===== config.mk =====
export PLATFORM = sky130hd
export DESIGN_NAME = sfd_in_queue
export DESIGN_NICKNAME = d
export VERILOG_FILES = /design/src/rtl/core/assert_macros.svh /design/src/rtl/core/sfd_pkg.sv /design/src/rtl/core/sfd_in_queue.sv
export SDC_FILE = /design/constraint.sdc
export NUM_CORES = 1
export LEC_CHECK = 0
export BUFFER_PORTS_ARGS = -buffer_cell sky130_fd_sc_hd__buf_2
export CORE_ASPECT_RATIO = 0.5
export CORE_MARGIN = 2
export CORE_UTILIZATION = 54
export DETAILED_ROUTE_END_ITERATION = 10
export PLACE_DENSITY = 0.85
export REMOVE_ABC_BUFFERS = 1
export SYNTH_ARGS = -nofsm -noshare
export SYNTH_HDL_FRONTEND = slang
export SYNTH_SLANG_ARGS = --single-unit

===== constraint.sdc =====
create_clock -name i_clk -period 4.6 [get_ports i_clk]
set_input_delay 0.46 -clock i_clk [delete_from_list [all_inputs] [get_ports i_clk]]
set_output_delay 0.46 -clock i_clk [all_outputs]
set_load 0.02 [all_outputs]

===== src/rtl/core/assert_macros.svh =====
// Assertion macros used by the top level of the symmetric FIR decimator RTL.
`ifndef ASSERT_MACROS_SVH
`define ASSERT_MACROS_SVH
`ifndef NO_ASSERTIONS
// Property that must hold at every clock edge outside reset.
`define SFD_ASSERT(lbl, clk, rst_n, prop) \
    lbl: assert property (@(posedge clk) disable iff (!rst_n) prop) \
        else $error("%m: assertion failed");
// Condition that must never be seen outside reset.
`define SFD_ASSERT_NEVER(lbl, clk, rst_n, expr) \
    lbl: assert property (@(posedge clk) disable iff (!rst_n) !(expr)) \
        else $error("%m: forbidden condition seen");
`else
`define SFD_ASSERT(lbl, clk, rst_n, prop)
`define SFD_ASSERT_NEVER(lbl, clk, rst_n, expr)
`endif
`endif


===== src/rtl/core/sfd_pkg.sv =====
// Shared constants, coefficient ROM and handoff type of the symmetric FIR decimator.
package sfd_pkg;

    // Default configuration of the filter.
    localparam int TAP_COUNT_DEF   = 95;
    localparam int DECIMATION_DEF  = 2;
    localparam int SAMPLE_BITS_DEF = 24;

    // Coefficients are integers in units of 1e-9; the accumulator carries that scale.
    localparam int COEF_BITS    = 32;
    localparam int COEF_IDX_W   = 8;
    localparam int ROM_LEN      = 48;
    localparam int ACC_BITS     = 64;
    localparam logic signed [ACC_BITS-1:0] COEF_SCALE = 64'sd1000000000;
    localparam logic signed [ACC_BITS-1:0] COEF_HALF  = 64'sd500000000;

    // Accumulated sum handed from the MAC engine to the rounding unit.
    typedef struct packed {
        logic                       valid;
        logic signed [ACC_BITS-1:0] acc;
    } t_acc_xfer;

    // First half of the Kaiser-windowed low-pass plus the centre tap; taps mirror.
    function automatic logic signed [COEF_BITS-1:0] coef_at(input logic [COEF_IDX_W-1:0] idx);
        logic signed [COEF_BITS-1:0] c;
        case (idx)
            8'd0:  c = -32'sd99741;
            8'd1:  c = -32'sd39086;
            8'd2:  c = 32'sd184196;
            8'd3:  c = 32'sd134602;
            8'd4:  c = -32'sd268980;
            8'd5:  c = -32'sd307211;
            8'd6:  c = 32'sd321500;
            8'd7:  c = 32'sd568299;
            8'd8:  c = -32'sd295986;
            8'd9:  c = -32'sd913282;
            8'd10: c = 32'sd137354;
            8'd11: c = 32'sd1314628;
            8'd12: c = 32'sd211489;
            8'd13: c = -32'sd1716680;
            8'd14: c = -32'sd799195;
            8'd15: c = 32'sd2033740;
            8'd16: c = 32'sd1653315;
            8'd17: c = -32'sd2152588;
            8'd18: c = -32'sd2766906;
            8'd19: c = 32'sd1940100;
            8'd20: c = 32'sd4086262;
            8'd21: c = -32'sd1255865;
            8'd22: c = -32'sd5501646;
            8'd23: c = -32'sd31137;
            8'd24: c = 32'sd6842571;
            8'd25: c = 32'sd2023576;
            8'd26: c = -32'sd7878331;
            8'd27: c = -32'sd4776923;
            8'd28: c = 32'sd8323109;
            8'd29: c = 32'sd8283465;
            8'd30: c = -32'sd7842903;
            8'd31: c = -32'sd12461851;
            8'd32: c = 32'sd6058127;
            8'd33: c = 32'sd17154332;
            8'd34: c = -32'sd2529277;
            8'd35: c = -32'sd22132978;
            8'd36: c = -32'sd3302059;
            8'd37: c = 32'sd27114975;
            8'd38: c = 32'sd12288422;
            8'd39: c = -32'sd31785825;
            8'd40: c = -32'sd26095010;
            8'd41: c = 32'sd35828112;
            8'd42: c = 32'sd49004750;
            8'd43: c = -32'sd38952515;
            8'd44: c = -32'sd96970518;
            8'd45: c = 32'sd40927346;
            8'd46: c = 32'sd315226368;
            8'd47: c = 32'sd458431718;
            default: c = '0;
        endcase
        return c;
    endfunction

endpackage


===== src/rtl/core/sfd_in_queue.sv =====
// Front end: two-entry queue that accepts sample pairs ahead of the MAC engine.
module sfd_in_queue #(
    parameter int SAMPLE_BITS = sfd_pkg::SAMPLE_BITS_DEF
) (
    input  logic                          i_clk,
    input  logic                          i_rst_n,
    input  logic                          i_valid,
    output logic                          o_ready,
    input  logic signed [SAMPLE_BITS-1:0] i_sample_first,
    input  logic signed [SAMPLE_BITS-1:0] i_sample_second,
    output logic                          o_valid,
    input  logic                          i_ready,
    output logic signed [SAMPLE_BITS-1:0] o_sample_first,
    output logic signed [SAMPLE_BITS-1:0] o_sample_second
);

    logic signed [SAMPLE_BITS-1:0] r_slot_first  [2];
    logic signed [SAMPLE_BITS-1:0] r_slot_second [2];
    logic                          r_wr_ptr;
    logic                          r_rd_ptr;
    logic [1:0]                    r_count;
    logic                          push;
    logic                          pop;

    // Handshake on both sides of the queue.
    assign o_ready = (r_count != 2'd2);
    assign o_valid = (r_count != 2'd0);
    assign push    = i_valid && o_ready;
    assign pop     = o_valid && i_ready;

    assign o_sample_first  = r_slot_first[r_rd_ptr];
    assign o_sample_second = r_slot_second[r_rd_ptr];

    // Item storage.
    always_ff @(posedge i_clk) begin
        if (push) begin
            r_slot_first[r_wr_ptr]  <= i_sample_first;
            r_slot_second[r_wr_ptr] <= i_sample_second;
        end
    end

    // Pointers and fill level.
    always_ff @(posedge i_clk) begin
        if (!i_rst_n) begin
            r_wr_ptr <= 1'b0;
            r_rd_ptr <= 1'b0;
            r_count  <= 2'd0;
        end else begin
            if (push) begin
                r_wr_ptr <= ~r_wr_ptr;
            end
            if (pop) begin
                r_rd_ptr <= ~r_rd_ptr;
            end
            if (push && !pop) begin
                r_count <= r_count + 2'd1;
            end else if (pop && !push) begin
                r_count <= r_count - 2'd1;
            end
        end
    end

endmodule


* After elaboration in Yosys (flattened, before gate mapping) *
Memory sizes are Yosys's and may differ from the RTL's. A register that Yosys moved wholly into a read port is not among the register bits.
Index checks and enable logic that the tools add are counted.

word-level totals
  memories = 2
  flip-flop bits (word level) = 4
  output and inout port bits = 50
  bits in writable memories = 96
  logic and storage cells = 26
  bits of input ports = 52

memory list
  memory         depth  width  rd ports  clocked after memory_dff  wr ports  RTL line            source
  r_slot_first   2      24     1         1                         1         sfd_in_queue.sv:17  logic signed [SAMPLE_BITS-1:0] r_slot_first [2];
  r_slot_second  2      24     1         1                         1         sfd_in_queue.sv:18  logic signed [SAMPLE_BITS-1:0] r_slot_second [2];

cells by class
  add/sub/neg operators = 2
  reduce and logical (&&, ||, !) cells = 8
  multiplexer cells = 8
  equal/unequal tests = 1
  bitwise gates (word level) = 2

operators by type and width
  operator                                                             count
  1-bit 2-to-1 mux                                                     6
  1-bit logical AND                                                    4
  2-bit 2-to-1 mux                                                     2
  2-bit nonzero test                                                   2
  2-bit by 1-bit adder with 2-bit output (second input constant)       1
  1-bit logical NOT                                                    2
  2-bit != test (second input constant)                                1
  1-bit inverter                                                       2
  2-bit by 1-bit subtractor with 2-bit output (second input constant)  1

* Depth between registers and ports, before layout *
  depth in word-level cells = 6
  gate-level depth with buffers = 6
  depth with buffers taken out = 6

* Least setup slack after synthesis *
Ideal clock, no wire load.

  kind = flip-flop to flip-flop
  start = register r_count[0]
  end = memory r_slot_first[1][0] (netlist name), enable pin
  cell stages (with the launch flop) = 3
  path buffers = 0
  period minus slack after synthesis = 2.207 ns
  data arrival time = 1.797 ns
  path slack = 2.393 ns
  required time = 4.189 ns
  setup time = 0.411 ns
  cell sequence = dfxtp_1 -> nand2b_4 -> and3_1

on the way
  word-level cells in the longest chain between the ends = 4

RTL lines
  item                                    RTL line            source
  start, declared                         sfd_in_queue.sv:21  logic [1:0] r_count;
  start signal, assigned                  sfd_in_queue.sv:56  r_count <= r_count + 2'd1;
  start signal, assigned                  sfd_in_queue.sv:58  r_count <= r_count - 2'd1;
  2-bit != test                           sfd_in_queue.sv:26  assign o_ready = (r_count != 2'd2);
  net o_ready                             sfd_in_queue.sv:8   output logic o_ready,
  1-bit logical AND                       sfd_in_queue.sv:28  assign push = i_valid && o_ready;
  1-bit 2-to-1 mux                        sfd_in_queue.sv:36  if (push) begin
  1-bit 2-to-1 mux (not written as such)  sfd_in_queue.sv:37  r_slot_first[r_wr_ptr] <= i_sample_first;
  end, declared                           sfd_in_queue.sv:17

The timed path passes the listed nets, and every way through them passes these cells.

==> flow_summary.yaml <==
setup_path:
  cp-end-kind: "output port"
  max_stage_delay_ns: 1.05
  worst-path-stages: 2
  crit_family: "flip-flops"
  path_buf_inv: 1
  cp.arrival_ns: 2.00
  cp_max_fo: 48
  reg2reg_depth: 2
  critPathRequiredTime_ns: 4.14
  r2r_slack_ns: 2.66
  worstSetupStartpointType: "flip-flop"
  cp_slowest_cell: "dfxtp_2"
  rr_startpoint: "r_count[0]"
  worstSetupPathType: "flip-flop to output port"
  cp_cell_sequence: "mux2_2 -> buf_2"
floorplan:
  die_w_um: 121.2
  dieArea_um2: 7582
  io-pin-count: 102
  start_util: 0.5553
  design.core.area_um2: 6674
  num_rows: 21
  die_y_um: 62.58
clocking:
  cts.sinks: 101
  postCtsResizedCells: 0
  cts_tree: "done"
  clkTransAtPathRegs_ns: 0.07
  cts_buffers: 9
  ctsHoldBuffers: 0
  htreeDepth: 3
  clk_path_buf_depth: 2
  clock-root-buffer: "clkbuf_16"
  post_cts_buffers: 0
  clk_latency_ns: 0.33
grt:
  grt_util_all_layers: 0.1677
  grt_pass1_vias: 1932
  grt_pass1_wl_um: 9432
  antenna_found_initial: 0
  grt_max_degree: 49
  grt_overflow: 0
synthesis:
  ys_seq_elements: 101
  syn_avg_cell_area_um2: 21.42
  netlist_instances: 173
  synth.area.top_cells: "edfxtp_1 78%, mux2_2 15%, dfxtp_1 2.7%, and2_1 0.68%, buf_6 0.61%"
  synth_top_area_cell: "edfxtp_1"
  synth_area_um2: 3706
  synth_top_area_share: 0.7779
  ys_seq_area_frac: 0.8049
  ys_types: 21
  ys_warn_count: 0
worst_hold_path:
  holdCritPathClass: "primary input to flip-flop"
  hold_path_depth: 1
  min_from: "i_sample_second[21]"
final_layout:
  layout_commonest_cell: "buf_2"
  fin_nets: 333
  drive_above_1_share: 0.5965
  n_antenna_cell: 0
  layout.cells.non_filler: 377
  syn_to_final_growth_pct: 23.50
  final_cell_mix: "101 x buf_2, 96 x edfxtp_1, 48 x mux2_2, 9 x clkbuf_16"
sta:
  worstMarginPinSlew_ns: 1.102
  finalCritPeriodShare: 0.5343
  whs_ns: 0.3109
  setup_viol: 0
  slew_viol_final: 0
  rsz0062_at_grt: "false"
  setup-tns-final_ns: 0
  max_freq_mhz: 406.8
  skew_ns: 0.005943
  max-slew-margin-rel: 0.2651
  fin_ws_ns: 2.142
  period_minus_slack_ns: 2.458
  finalHoldViolations: 0
place:
  dpl.hpwl_um: 3964
  io_buffers: 101
  post-place-ws_ns: 2.481
  gp_congestion: 0.6633
  dp_cells: 361
drt:
  viasPerCell: 4.971
  drc_errors: 0
  first_iter_violations: 119
  routed_wl_um: 6237
  vias: 1874
  postRouteAntennaNets: 0
  wl_per_cell_um: 16.54
  first_pass_iters: 4
power:
  power_leakage_nw: 1.703
  total_power_mw: 2.605
  ir_drop_mv: 0.3606
  power_density_nw_per_um2: 569.2
job:
  max-cap-violations: 0
run_status:
  status: "complete, no violations"
[where the power goes]
part           switching [mW]  leakage [nW]  internal [mW]
Combinational           0.366         0.633          0.288
Clock                   0.311         0.131          0.398
Sequential             0.0894         0.938           1.15
Total                   0.766          1.70           1.84
[through the flow]
step	area, um2	utilization
CTS	4577	0.6858
detailed placement	4289	0.6427
global placement	4289	0.6427
global route	4577	0.6858
floorplan	3666	-
finish	4577	0.6858
[sequential cells by signal (all words and copies together), names as in the netlist, named ones only]
| register | flops |
|---|---|
| r_count | 2 |
| r_wr_ptr | 1 |
| r_slot_second | 48 |
| r_rd_ptr | 1 |
| r_slot_first | 48 |
[worst paths after layout]
kind	to
max	o_sample_first[1]
min	r_slot_second[1][21]
max reg2reg	r_slot_first[1][4]
min reg2reg	flip-flop
[synthesized netlist by cell type]
cell type  number
edfxtp_1       96
or2_2           1
mux2_2         48
nand3b_1        1
a21bo_2         1
a21boi_0        1
a21boi_1        1
buf_6           2
o21ai_1         1
buf_4           1
buf_2           2
o21ai_0         1
ha_1            1
and3_1          1
and2_1          4
dfxtp_1         5
or3_1           1
xor2_1          1
inv_1           1
nand2b_4        1
xnor2_1         2
[area by class of cell]
| class | instances | area, um2 |
|---|---|---|
| Inverter | 1 | 3.754 |
| Clock buffer | 12 | 256.5 |
| Timing Repair Buffer | 101 | 505.5 |
| Fill cell | 451 | 2097 |
| Multi-Input combinational cell | 66 | 680.7 |
| Clock inverter | 4 | 31.28 |
| Tap cell | 92 | 115.1 |
| Sequential cell | 101 | 2984 |
[logic make-up after synthesis]
| family | synth area share |
|---|---|
| muxes | 0.1458 |
| and+or+nand+nor | 0.01756 |
| adders and majority gates | 0.003376 |
| xor gates and xnor gates | 0.007091 |
| AOI/OAI and AO/OA | 0.009452 |
| buffers and inverters | 0.01182 |
| DFF | 0.8049 |
[layer usage]
metal,global-route usage,vias to the layer above,share of wire
met5,0,-,0
met4,0.07902,0,0.014
met3,0.05292,7,0.043
met2,0.3041,35,0.56
met1,0.1787,939,0.38
li1,-,893,-
No activity file was read; power rests on OpenSTA's default activity.
