File: config.mk
export PLATFORM = sky130hd
export DESIGN_NAME = sfd_round_sat
export DESIGN_NICKNAME = d
export VERILOG_FILES = /design/src/rtl/core/assert_macros.svh /design/src/rtl/core/sfd_pkg.sv /design/src/rtl/core/sfd_round_sat.sv
export SDC_FILE = /design/constraint.sdc
export NUM_CORES = 1
export LEC_CHECK = 0
export BUFFER_PORTS_ARGS = -buffer_cell sky130_fd_sc_hd__buf_2
export CORE_ASPECT_RATIO = 1.25
export CORE_MARGIN = 1
export CORE_UTILIZATION = 57
export CTS_BUF_LIST = sky130_fd_sc_hd__clkbuf_8
export DETAILED_ROUTE_END_ITERATION = 7
export HOLD_SLACK_MARGIN = 0.08
export PLACE_DENSITY_LB_ADDON = 0.08
export SLEW_MARGIN = 20
export SYNTH_ARGS = -nofsm -noshare
export SYNTH_HDL_FRONTEND = slang
export SYNTH_SLANG_ARGS = --single-unit
File: constraint.sdc
create_clock -name i_clk -period 10.7 [get_ports i_clk]
set_input_delay 2.14 -clock i_clk [delete_from_list [all_inputs] [get_ports i_clk]]
set_output_delay 2.14 -clock i_clk [all_outputs]
set_load 0.01 [all_outputs]
File: src/rtl/core/assert_macros.svh
// Assertion macros used by the top level of the symmetric FIR decimator RTL.
`ifndef ASSERT_MACROS_SVH
`define ASSERT_MACROS_SVH
`ifndef NO_ASSERTIONS
// Property that must hold at every clock edge outside reset.
`define SFD_ASSERT(lbl, clk, rst_n, prop) \
    lbl: assert property (@(posedge clk) disable iff (!rst_n) prop) \
        else $error("%m: assertion failed");
// Condition that must never be seen outside reset.
`define SFD_ASSERT_NEVER(lbl, clk, rst_n, expr) \
    lbl: assert property (@(posedge clk) disable iff (!rst_n) !(expr)) \
        else $error("%m: forbidden condition seen");
`else
`define SFD_ASSERT(lbl, clk, rst_n, prop)
`define SFD_ASSERT_NEVER(lbl, clk, rst_n, expr)
`endif
`endif

File: src/rtl/core/sfd_pkg.sv
// Shared constants, coefficient ROM and handoff type of the symmetric FIR decimator.
package sfd_pkg;

    // Default configuration of the filter.
    localparam int TAP_COUNT_DEF   = 95;
    localparam int DECIMATION_DEF  = 2;
    localparam int SAMPLE_BITS_DEF = 24;

    // Coefficients are integers in units of 1e-9; the accumulator carries that scale.
    localparam int COEF_BITS    = 32;
    localparam int COEF_IDX_W   = 8;
    localparam int ROM_LEN      = 48;
    localparam int ACC_BITS     = 64;
    localparam logic signed [ACC_BITS-1:0] COEF_SCALE = 64'sd1000000000;
    localparam logic signed [ACC_BITS-1:0] COEF_HALF  = 64'sd500000000;

    // Accumulated sum handed from the MAC engine to the rounding unit.
    typedef struct packed {
        logic                       valid;
        logic signed [ACC_BITS-1:0] acc;
    } t_acc_xfer;

    // First half of the Kaiser-windowed low-pass plus the centre tap; taps mirror.
    function automatic logic signed [COEF_BITS-1:0] coef_at(input logic [COEF_IDX_W-1:0] idx);
        logic signed [COEF_BITS-1:0] c;
        case (idx)
            8'd0:  c = -32'sd99741;
            8'd1:  c = -32'sd39086;
            8'd2:  c = 32'sd184196;
            8'd3:  c = 32'sd134602;
            8'd4:  c = -32'sd268980;
            8'd5:  c = -32'sd307211;
            8'd6:  c = 32'sd321500;
            8'd7:  c = 32'sd568299;
            8'd8:  c = -32'sd295986;
            8'd9:  c = -32'sd913282;
            8'd10: c = 32'sd137354;
            8'd11: c = 32'sd1314628;
            8'd12: c = 32'sd211489;
            8'd13: c = -32'sd1716680;
            8'd14: c = -32'sd799195;
            8'd15: c = 32'sd2033740;
            8'd16: c = 32'sd1653315;
            8'd17: c = -32'sd2152588;
            8'd18: c = -32'sd2766906;
            8'd19: c = 32'sd1940100;
            8'd20: c = 32'sd4086262;
            8'd21: c = -32'sd1255865;
            8'd22: c = -32'sd5501646;
            8'd23: c = -32'sd31137;
            8'd24: c = 32'sd6842571;
            8'd25: c = 32'sd2023576;
            8'd26: c = -32'sd7878331;
            8'd27: c = -32'sd4776923;
            8'd28: c = 32'sd8323109;
            8'd29: c = 32'sd8283465;
            8'd30: c = -32'sd7842903;
            8'd31: c = -32'sd12461851;
            8'd32: c = 32'sd6058127;
            8'd33: c = 32'sd17154332;
            8'd34: c = -32'sd2529277;
            8'd35: c = -32'sd22132978;
            8'd36: c = -32'sd3302059;
            8'd37: c = 32'sd27114975;
            8'd38: c = 32'sd12288422;
            8'd39: c = -32'sd31785825;
            8'd40: c = -32'sd26095010;
            8'd41: c = 32'sd35828112;
            8'd42: c = 32'sd49004750;
            8'd43: c = -32'sd38952515;
            8'd44: c = -32'sd96970518;
            8'd45: c = 32'sd40927346;
            8'd46: c = 32'sd315226368;
            8'd47: c = 32'sd458431718;
            default: c = '0;
        endcase
        return c;
    endfunction

endpackage

File: src/rtl/core/sfd_round_sat.sv
// Back end: rounding by the coefficient scale, saturation and the output register.
module sfd_round_sat #(
    parameter int SAMPLE_BITS = sfd_pkg::SAMPLE_BITS_DEF
) (
    input  logic                          i_clk,
    input  logic                          i_rst_n,
    input  sfd_pkg::t_acc_xfer            i_acc,
    output logic                          o_acc_ready,
    output logic                          o_valid,
    input  logic                          i_ready,
    output logic signed [SAMPLE_BITS-1:0] o_filtered_sample
);

    localparam int V_W   = sfd_pkg::ACC_BITS + 2;
    localparam int X_W   = SAMPLE_BITS + 30;
    localparam int RCP_W = 33;
    localparam int EST_W = SAMPLE_BITS + 32;
    localparam int REM_W = 33;

    localparam logic signed [V_W-1:0] SCALE_V  = V_W'(sfd_pkg::COEF_SCALE);
    localparam logic signed [V_W-1:0] OFFSET_V =
        (SCALE_V <<< (SAMPLE_BITS - 1)) + V_W'(sfd_pkg::COEF_HALF);
    localparam logic signed [V_W-1:0] LIMIT_V  = SCALE_V <<< SAMPLE_BITS;
    // Reciprocal of the scale in units of 2^-62, rounded down.
    localparam logic [RCP_W-1:0]      RECIP    =
        RCP_W'((64'sd1 <<< 62) / sfd_pkg::COEF_SCALE);
    localparam logic [29:0]           SCALE_M  = 30'(sfd_pkg::COEF_SCALE);
    localparam logic [REM_W-1:0]      SCALE_1  = REM_W'(sfd_pkg::COEF_SCALE);
    localparam logic [REM_W-1:0]      SCALE_2  = REM_W'(2 * sfd_pkg::COEF_SCALE);
    localparam logic [REM_W-1:0]      SCALE_3  = REM_W'(3 * sfd_pkg::COEF_SCALE);
    localparam logic [SAMPLE_BITS-1:0] SAT_HI  = {1'b0, {(SAMPLE_BITS - 1){1'b1}}};
    localparam logic [SAMPLE_BITS-1:0] SAT_LO  = {1'b1, {(SAMPLE_BITS - 1){1'b0}}};

    // Rounding unit states.
    localparam logic [2:0] RS_IDLE = 3'd0;
    localparam logic [2:0] RS_EST  = 3'd1;
    localparam logic [2:0] RS_REM  = 3'd2;
    localparam logic [2:0] RS_FIX  = 3'd3;
    localparam logic [2:0] RS_DONE = 3'd4;

    logic [2:0]             r_state;
    logic [X_W-1:0]         r_x;
    logic [SAMPLE_BITS-1:0] r_q0;
    logic [REM_W-1:0]       r_rem;
    logic [SAMPLE_BITS-1:0] r_res;
    logic                   r_out_valid;
    logic signed [SAMPLE_BITS-1:0] r_out;

    logic                   load;
    logic                   load_out;
    logic signed [V_W-1:0]  biased;
    logic                   sat_lo;
    logic                   sat_hi;
    logic [EST_W-1:0]       est_prod;
    logic [X_W-1:0]         q_prod;
    logic [REM_W-1:0]       rem_low;
    logic [1:0]             corr;
    logic [SAMPLE_BITS-1:0] q_fin;

    assign o_acc_ready = (r_state == RS_IDLE);
    assign load        = i_acc.valid && o_acc_ready;
    assign load_out    = (r_state == RS_DONE) && (!r_out_valid || i_ready);

    // Shift the sum so that every in-range result has a non-negative quotient.
    assign biased = V_W'($signed(i_acc.acc)) + OFFSET_V;
    assign sat_lo = biased[V_W-1];
    assign sat_hi = !sat_lo && (biased >= LIMIT_V);

    // Quotient estimate from the upper bits; it is at most three below the true quotient.
    assign est_prod = EST_W'(r_x[X_W-1:30]) * EST_W'(RECIP);

    // Remainder of the estimate; it is below four times the scale, so the low bits suffice.
    assign q_prod  = X_W'(r_q0) * X_W'(SCALE_M);
    assign rem_low = r_x[REM_W-1:0] - q_prod[REM_W-1:0];

    // Correction of the estimate by comparing the remainder with multiples of the scale.
    always_comb begin
        if (r_rem >= SCALE_3) begin
            corr = 2'd3;
        end else if (r_rem >= SCALE_2) begin
            corr = 2'd2;
        end else if (r_rem >= SCALE_1) begin
            corr = 2'd1;
        end else begin
            corr = 2'd0;
        end
    end
    assign q_fin = r_q0 + SAMPLE_BITS'(corr);

    // Sequencer: estimate, remainder, correction; saturated sums skip straight to done.
    always_ff @(posedge i_clk) begin
        if (!i_rst_n) begin
            r_state <= RS_IDLE;
        end else begin
            unique case (r_state)
                RS_IDLE: begin
                    if (load) begin
                        if (sat_lo || sat_hi) begin
                            r_state <= RS_DONE;
                        end else begin
                            r_state <= RS_EST;
                        end
                    end
                end
                RS_EST: begin
                    r_state <= RS_REM;
                end
                RS_REM: begin
                    r_state <= RS_FIX;
                end
                RS_FIX: begin
                    r_state <= RS_DONE;
                end
                RS_DONE: begin
                    if (load_out) begin
                        r_state <= RS_IDLE;
                    end
                end
                default: begin
                    r_state <= RS_IDLE;
                end
            endcase
        end
    end

    // Quotient datapath; the quotient is offset binary, so its top bit flips.
    always_ff @(posedge i_clk) begin
        if (load) begin
            r_x <= biased[X_W-1:0];
            if (sat_lo) begin
                r_res <= SAT_LO;
            end else if (sat_hi) begin
                r_res <= SAT_HI;
            end
        end else if (r_state == RS_EST) begin
            r_q0 <= est_prod[EST_W-1:32];
        end else if (r_state == RS_REM) begin
            r_rem <= rem_low;
        end else if (r_state == RS_FIX) begin
            r_res <= {~q_fin[SAMPLE_BITS-1], q_fin[SAMPLE_BITS-2:0]};
        end
    end

    // Output register, refilled in the cycle the previous item leaves.
    always_ff @(posedge i_clk) begin
        if (!i_rst_n) begin
            r_out_valid <= 1'b0;
        end else if (load_out) begin
            r_out_valid <= 1'b1;
        end else if (i_ready) begin
            r_out_valid <= 1'b0;
        end
    end

    always_ff @(posedge i_clk) begin
        if (load_out) begin
            r_out <= $signed(r_res);
        end
    end

    assign o_valid           = r_out_valid;
    assign o_filtered_sample = r_out;

endmodule

# After elaboration in Yosys (flattened, before gate mapping)
# Cells that the tools add are included.
[classes]
add_sub_neg = 3
eq_ne = 9
bitwise_logic = 3
n_lt_le_gt_ge = 4
n_mul = 2
muxes = 15
n_reduce_logical = 14
[ops]
columns = ["operator", "n"]
rows = [
  ["$mux W24", 6],
  ["$add A64 B54 Y65 const B", 1],
  ["$ge A65 B55 Y1 const B", 1],
  ["$mul A24 B32 Y55 const B", 1],
  ["$ge A33 B30 Y1 const B", 1],
  ["$ge A33 B31 Y1 const B", 1],
  ["$ge A33 B32 Y1 const B", 1],
  ["$sub A33 B33 Y33", 1],
  ["$add A24 B2 Y24", 1],
  ["$mul A24 B21 Y24 const B", 1],
  ["$pmux W3 S5", 1],
  ["$mux W3", 3],
  ["$eq A3 B2 Y1 const B", 2],
  ["$ne A2 B2 Y1 const B", 3],
  ["$mux W2", 2],
  ["$reduce_and A2 Y1", 2],
  ["$reduce_and A4 Y1", 1],
  ["$reduce_bool A2 Y1", 2],
  ["$eq A3 B1 Y1 const B", 1],
  ["$eq A3 B3 Y1 const B", 1],
  ["$logic_and A1 B1 Y1", 3],
  ["$logic_not A3 Y1", 1],
  ["$mux W1", 3],
  ["$ne A3 B1 Y1 const B", 1],
  ["5 further kinds", 9],
]
[word_totals]
input_bits = 68
output_inout_bits = 26
ff_bits = 163

# Longest topological paths before layout
# Gate-level depths: netlist of the first run.
[logic_depth]
word_depth = 10
mapped_depth = 28
mapped_depth_nobuf = 28

# Worst setup path after synthesis of the first run
# OpenSTA, ideal clock, no wires.
[synth_timing]
kind = "register -> register"
from = "register r_x[51]"
to = "register r_q0[21] (data pin)"
t_arrival_ps = 6991
synth_period_minus_slack_ps = 7249
stages_incl_launch_ff = 24
setup_ps = 258
required_ps = 10442
path_slack_ps = 3451
n_path_buf = 0
cell_sequence = "edfxtp_1 > fa_1 > inv_1 > fa_1 > fa_1 > inv_1 > fa_1 > fa_1 > fa_1 > inv_1 > fa_1 > inv_1 > ha_1 > a32o_1 > a21oi_1 > nor2_1 > a2111oi_0 > a21oi_1 > o21ai_1 > nand3_1 > a31o_2 > or3_1 > a31oi_1 > xnor2_1"
[synth_between]
elab_chain_cells = 1
[synth_rtl]
columns = ["item", "line", "text"]
rows = [
  ["start, declared", "sfd_round_sat.sv:42", "logic [X_W-1:0] r_x;"],
  ["start signal, assigned", "sfd_round_sat.sv:129", "r_x <= biased[X_W-1:0];"],
  ["$mul A24 B32 Y55", "sfd_round_sat.sv:70", "assign est_prod = EST_W'(r_x[X_W-1:30]) * EST_W'(RECIP);"],
  ["net est_prod[53]", "sfd_round_sat.sv:54", "logic [EST_W-1:0] est_prod;"],
  ["end signal, assigned", "sfd_round_sat.sv:136", "r_q0 <= est_prod[EST_W-1:32];"],
  ["end, declared", "sfd_round_sat.sv:43", "logic [SAMPLE_BITS-1:0] r_q0;"],
]
# The timed path passes the listed nets, and every way through them passes these cells.
# A chain may end at the register's enable or synchronous reset.

# Worst setup path after layout of the first run
[layout_timing]
from = "register r_x[52]"
to = "register r_q0[21] (data pin)"
# The elaborated chain is that of the path after synthesis.

==> summary.md, run 1 <==
| Metric | Value |
|---|---|
| CTS tree | built |
| Vias in the first global route | 17000 |
| Post_cts resized | 0 |
| Rel. slew slack | 0.276 |
| Area growth syn-to-layout | 6.70% |
| Total Wirelength | 54800 µm |
| Crit path DAT | slightly above 8 ns |
| GP Congestion | just under 1 |
| Hold buffers post-CTS | 0 |
| Residual DRC count | 6 |
| Crit path max fanout | 9 |
| R2R setup slack | between 2 and 3 ns |
| Setup tns final | 0 ns |
| CP Launch Point | r_x[52] |
| Part of the cycle the worst path needs | 0.751 |
| Area of the multi-input gates | roughly 16000 µm² |
| Die H | 224 µm |
| Hold Crit Class | register to register |
| Clock Skews | 0.0157 ns |
| CP required | 10.94 ns |
| CTS root buffer | clkbuf_8 |
| Initial Utilization | 0.577 |
| Synth warn | 0 |
| Worst-Skew Late Latency | 0.50 ns |
| Die X | roughly 180 µm |
| Initial antenna violation count | 5 |
| RSZ-0062 raised after global routing | false |
| Reg2Reg Depth | 24 |
| Pins Over Slew Limit | 0 |
| Netlist Area Pre-Place | ~23000 µm² |
| Synth Area per Inst | 10.3 µm² |
| Post-synth EDFFs | between 100 and 150 |
| CP endpoint | r_q0[21] |
| Die area | 40300 µm² |
| Critical path class | register to register |
| Nets | ~3100 |
| Ys flop type | edfxtp_1 |
| Status | finished, violations left |
| DRT iter0 DRCs | slightly above 700 |
| Mean number of vias per cell | roughly 5.5 |
| Largest net degree at the start of global routing | 48 |
| Num Clock Sinks | between 100 and 150 |
| Total Routing Usage GR | 0.294 |
| R2R Path End | r_q0[21] |
| Final setup fails | 0 |
| Final hold violations | 0 |
| Max-cap viol count | 0 |
| Hpwl dp | ~48000 µm |
| Worst setup SP type | register |
| Reg area | around 4300 µm² |
| Sequential cell area fraction in the yosys report | 0.192 |
| Ys async rst share | 0 |
| CTS buffer count | 17 |
| Gr ovfl total | 0 |
| Clock transition at path regs | 0.08 ns |
| Global-route wire length before repair | roughly 90000 µm |
| Yosys cell types | between 70 and 80 |
| Pre-antenna DRT Iters | 8 |
| R2R Path Start | r_x[52] |
| H-tree depth | 4 |
| Routed len/inst | about 20 µm |
| Fmax achieved | around 120 MHz |
| Register bit total from synthesis | ~150 |
| Mapped Cells | between 2000 and 2500 |
| Number of routed nets with antenna violations | 0 |
| CP endpoint kind | register |
| Post-CTS Setup Inserts | 0 |
| Tmin final | 8.03 ns |
| Fill count | roughly 3300 |
| # IOs | 94 |
| PortBufs | 93 |
| Worst slew pin tran | around 1.1 ns |
| Layout cells sized above 1 | 0.0729 |
| Core Region | between 30000 and 40000 µm² |
| Clock tree buffer depth | 2 |
| Routed via count | 15500 |
| Row cnt | roughly 80 |
| Failing checks | DRC |
| Net Count, Synth | just under 3000 |
==> logic make-up after synthesis <==
kind of cell | count (synthesis) | share of synthesized area
adders and majority gates | 698 | 0.489
buffers and inverters | 554 | 0.0930
and+or+nand+nor | 337 | 0.0787
AOI/OAI and AO/OA | 296 | 0.0857
xor gates and xnor gates | 154 | 0.0602
DFF | 145 | 0.192
muxes | 4 | 0.00183
==> flip-flops by register name, summed over array words and instances, names as in the netlist <==
| name | cells |
|---|---|
| r_rem | 24 |
| o_filtered_sample | 24 |
| r_res | 24 |
| r_state | 3 |
| r_q0 | 24 |
| r_x | 45 |
| o_valid | 1 |
==> placed cells by master (no fill, tap or decap), types with 20 or more instances in the layout <==
master and instances:
edfxtp_1 141, xnor2_1 96, a21oi_1 90, nand3_1 35
o21ai_0 47, a21o_1 29, nor3_1 27, xor2_1 57
buf_2 93, fa_1 304, ha_1 394, nand2_1 66
inv_1 540, nor2_1 74, nand2b_1 20
==> routing by layer <==
metal	GRT usage	part of all wire
met2	0.541	0.53
met3	0.0261	0.029
met1	0.326	0.38
met4	0.190	0.066
met5	0	0
==> metrics by stage <==
| step | utilization | worst slack, ns | cells | cell area (µm²) | hold WS [ns] |
|---|---|---|---|---|---|
| after floorplan | - | 3.45 | 2188 | 22500 | 0.400 |
| after global placement | 0.605 | 2.84 | 2771 | 23600 | 0.402 |
| after detailed placement | 0.605 | 2.78 | 2771 | 23600 | 0.405 |
| after CTS | 0.616 | 2.72 | 2803 | 24000 | 0.423 |
| after global routing | 0.616 | 2.20 | 2807 | 24000 | 0.427 |
| final | 0.616 | 2.67 | 2807 | 24000 | 0.422 |
==> Yosys cell counts (all sizes together), types with 13 or more instances <==
master,count,area share
o21a,13,0.0043
nor3,29,0.0069
o21ai,66,0.015
nand2,66,0.011
xnor2,96,0.037
nand3,37,0.0090
a21o,29,0.0097
edfxtp,141,0.19
nand4,13,0.0036
ha,394,0.22
inv,540,0.090
a21oi,95,0.022
nand2b,20,0.0056
nor4,13,0.0036
xor2,58,0.023
nor2,74,0.012
nor2b,16,0.0044
fa,304,0.27
==> critical path, cell delays in order (launching register included) <==
cell       delay [ns]
edfxtp_1         0.61
fa_1             0.64
inv_1            0.13
fa_1             0.54
fa_1             0.56
inv_1            0.06
fa_1             0.51
fa_1             0.54
fa_1             0.55
inv_1            0.06
fa_1             0.54
inv_1            0.04
ha_1             0.36
a32o_1           0.24
a21oi_1          0.13
nor2_1           0.05
a2111oi_0        0.43
buf_4            0.20
a21oi_1          0.12
o21ai_1          0.25
nand3_1          0.25
a31o_2           0.34
or3_1            0.33
a31oi_1          0.22
xnor2_1          0.08
==> cell type report <==
cell class              count  share of cell area
clock buffers              17             0.00974
inverters                 540              0.0843
flip-flops and latches    145               0.179
clock inverters            15             0.00760
diodes                      4            0.000416
multi-input cells        1489               0.671
well taps                 498              0.0259
repair buffers             99              0.0212
==> how the worst min path moves through the flow <==
stage                    from                     to  slack, ns  depth (start not counted)
finish               r_res[6]   o_filtered_sample[6]       0.42                          0
global route         r_res[9]   o_filtered_sample[9]       0.43                          0
CTS                 r_res[21]  o_filtered_sample[21]       0.42                          0
detailed placement  r_res[12]  o_filtered_sample[12]       0.40                          0
global placement     r_res[2]   o_filtered_sample[2]       0.40                          0
floorplan            r_res[0]   o_filtered_sample[0]       0.40                          0
Power of run 1 is left out: the tool's default activity adds up to more than one toggle a clock period on the data nets, which glitch-free logic cannot reach.
==> run 2: changes to the inputs <==
- clock period: 10.7 -> 6.6 ns (I/O delays scaled with it)
==> run 2 against run 1 <==
Compared with the run above: the run ends with DRC, setup timing left; utilization up 6.3 points; clock-buffer cell count stayed put; first-iteration DRC count rose by 4.0%; wire length rose by 7.9%; worst setup slack worse by 2.9 ns; worst hold slack better by 0.0038 ns; sequential share of layout area is 1.7 points lower; global-route usage grew 1.3 points; sequential cell count unchanged; critical path type unchanged; highest routed layer unchanged.
==> summary.md, run 2 (same netlist as run 1, synthesis figures left out) <==
| Metric | Value |
|---|---|
| Status | finished, violations left |
| Failing checks | DRC, setup timing |
| Total Routing Usage GR | 0.306 |
| Most common cell after layout, fill and taps aside | inv_1 |
| Area growth syn-to-layout | 17.6% |
| Routed len/inst | a little under 20 µm |
| Total Wirelength | ~59000 µm |
| CTS root buffer | clkbuf_8 |
| Dominant delay contributor by cell family on the critical path | adder cells |
| Hpwl dp | ~51000 µm |
| Pre-antenna DRT Iters | 7 |
| Worst-Skew Late Latency | between 0.5 and 0.6 ns |
| Die H | between 200 and 250 µm |
| Fin cells | between 3000 and 4000 |
| Number of routed nets with antenna violations | 0 |
| Max reg flops | 45 |
| Initial antenna violation count | 5 |
| Initial Utilization | 0.577 |
| Largest net degree at the start of global routing | 48 |
| Row cnt | a little over 80 |
| Mean number of vias per cell | about 5.4 |
| Clock tree buffer depth | 2 |
| Part of the cycle the worst path needs | 1.04 |
| Nets | approximately 3300 |
| # IOs | between 90 and 100 |
| Final hold violations | 0 |
| Critical path, cell by cell | buf_4 -> ha_2 -> fa_1 -> inv_1 -> fa_1 -> fa_1 -> inv_2 -> fa_1 -> fa_1 -> inv_1 -> fa_1 -> inv_2 -> ha_4 -> a32o_1 -> a21oi_2 -> nor2_2 -> a2111oi_4 -> a21oi_2 -> o21ai_2 -> nand3_2 -> a31o_4 -> or3_4 -> a31oi_4 -> xnor2_1 |
| Num Clock Sinks | between 100 and 150 |
| Cell repeated most along the worst path | fa_1 |
| CP endpoint kind | register |
| Clock Skews | around 0.018 ns |
| Fmax achieved | ~150 MHz |
| Crit path DAT | between 7 and 8 ns |
| Worst setup SP type | register |
| Vias in the first global route | between 15000 and 20000 |
| Worst setup slack after layout | -0.250 ns |
| Clock transition at path regs | around 0.10 ns |
| CTS tree | built |
| Tmin final | a little under 7 ns |
| Routed via count | around 16000 |
| Critical path class | register to register |
| Placed inst area | 25100 µm² |
| RSZ-0062 raised after global routing | true |
| Placed instance count | between 2000 and 3000 |
| Pins Over Slew Limit | 0 |
| Final setup fails | 5 |
| CTS buffer count | 17 |
| Slowest-stage cell, CP | fa_1 |
| Global-route wire length before repair | approximately 93000 µm |
| Slowest stage delay, CP | 0.60 ns |
| Hold Crit Class | register to register |
| Most frequent cells in the layout | 526 x inv_1, 356 x ha_1, 290 x fa_1 |
| DRT iter0 DRCs | between 700 and 800 |
| CP required | roughly 6.9 ns |
| Max-cap viol count | 0 |
| PortBufs | just over 90 |
| Top reg by flops | r_x |
| Final Instance Area | 26500 µm² |
| Rel. slew slack | 0.277 |
| H-tree depth | 4 |
| Crit path max fanout | 7 |
| Crit path buffers/inverters | 5 |
| Worst slew pin tran | 1.08 ns |
| Gr ovfl total | 0 |
| Core Region | 39000 µm² |
| Die area | about 40000 µm² |
| Die X | 180 µm |
| Layout cells sized above 1 | 0.202 |
| GP Congestion | 0.966 |
| Residual DRC count | 14 |
==> run 2: cell count changes in the layout (fill, tap and decap cells not counted), sizes merged <==
cell      before  now
buf           99  315
bufinv         3    0
clkinv         1    2
clkinvlp       6    4
diode          4    5
inv          545  549
==> run 2: path summary, 6_finish.rpt <==
path | from | to | slack, ns | cells past startpoint
hold / removal | r_res[19] | o_filtered_sample[19] | 0.43 | 0
setup / recovery | r_x[39] | r_q0[21] | -0.25 | 24
hold reg to reg | r_res[19] | o_filtered_sample[19] | 0.43 | 0
setup reg to reg | r_x[39] | r_q0[21] | -0.25 | 24
==> run 2: layout make-up <==
class / count / area [µm²]
antenna: 5 / 12.5
clock buffer: 17 / 234
clock inverter: 15 / 124
fill: 3038 / 12500
inverter: 540 / 2030
multi-input combinational: 1489 / 16900
sequential: 145 / 4310
tap: 498 / 623
timing repair buffer: 315 / 2200
==> run 2: repair_timing <==
item,CTS,global route
pin swaps,40,59
endpoints found under the setup margin,16,23
hold buffers,0,0
buffers inserted,19,20
gates resized for setup,52,94
==> run 2: layer usage <==
| layer | global-route usage | wire [µm] |
|---|---|---|
| met5 | 0 | 0 |
| met4 | 0.181 | 3630 |
| met3 | 0.0371 | 1740 |
| met2 | 0.561 | 31200 |
| met1 | 0.343 | 22600 |
==> run 2: stage by stage <==
stage | setup slack (ns) | utilization | setup TNS, ns | hold WS [ns]
after floorplan | -0.132 | - | -0.132 | 0.400
after global placement | -0.462 | 0.642 | -2.40 | 0.403
after detailed placement | -0.544 | 0.642 | -3.44 | 0.405
after CTS | -0.176 | 0.663 | -0.260 | 0.426
after global routing | -0.472 | 0.679 | -3.47 | 0.432
final | -0.250 | 0.679 | -0.919 | 0.426
Power of run 2 is left out for the same reason.
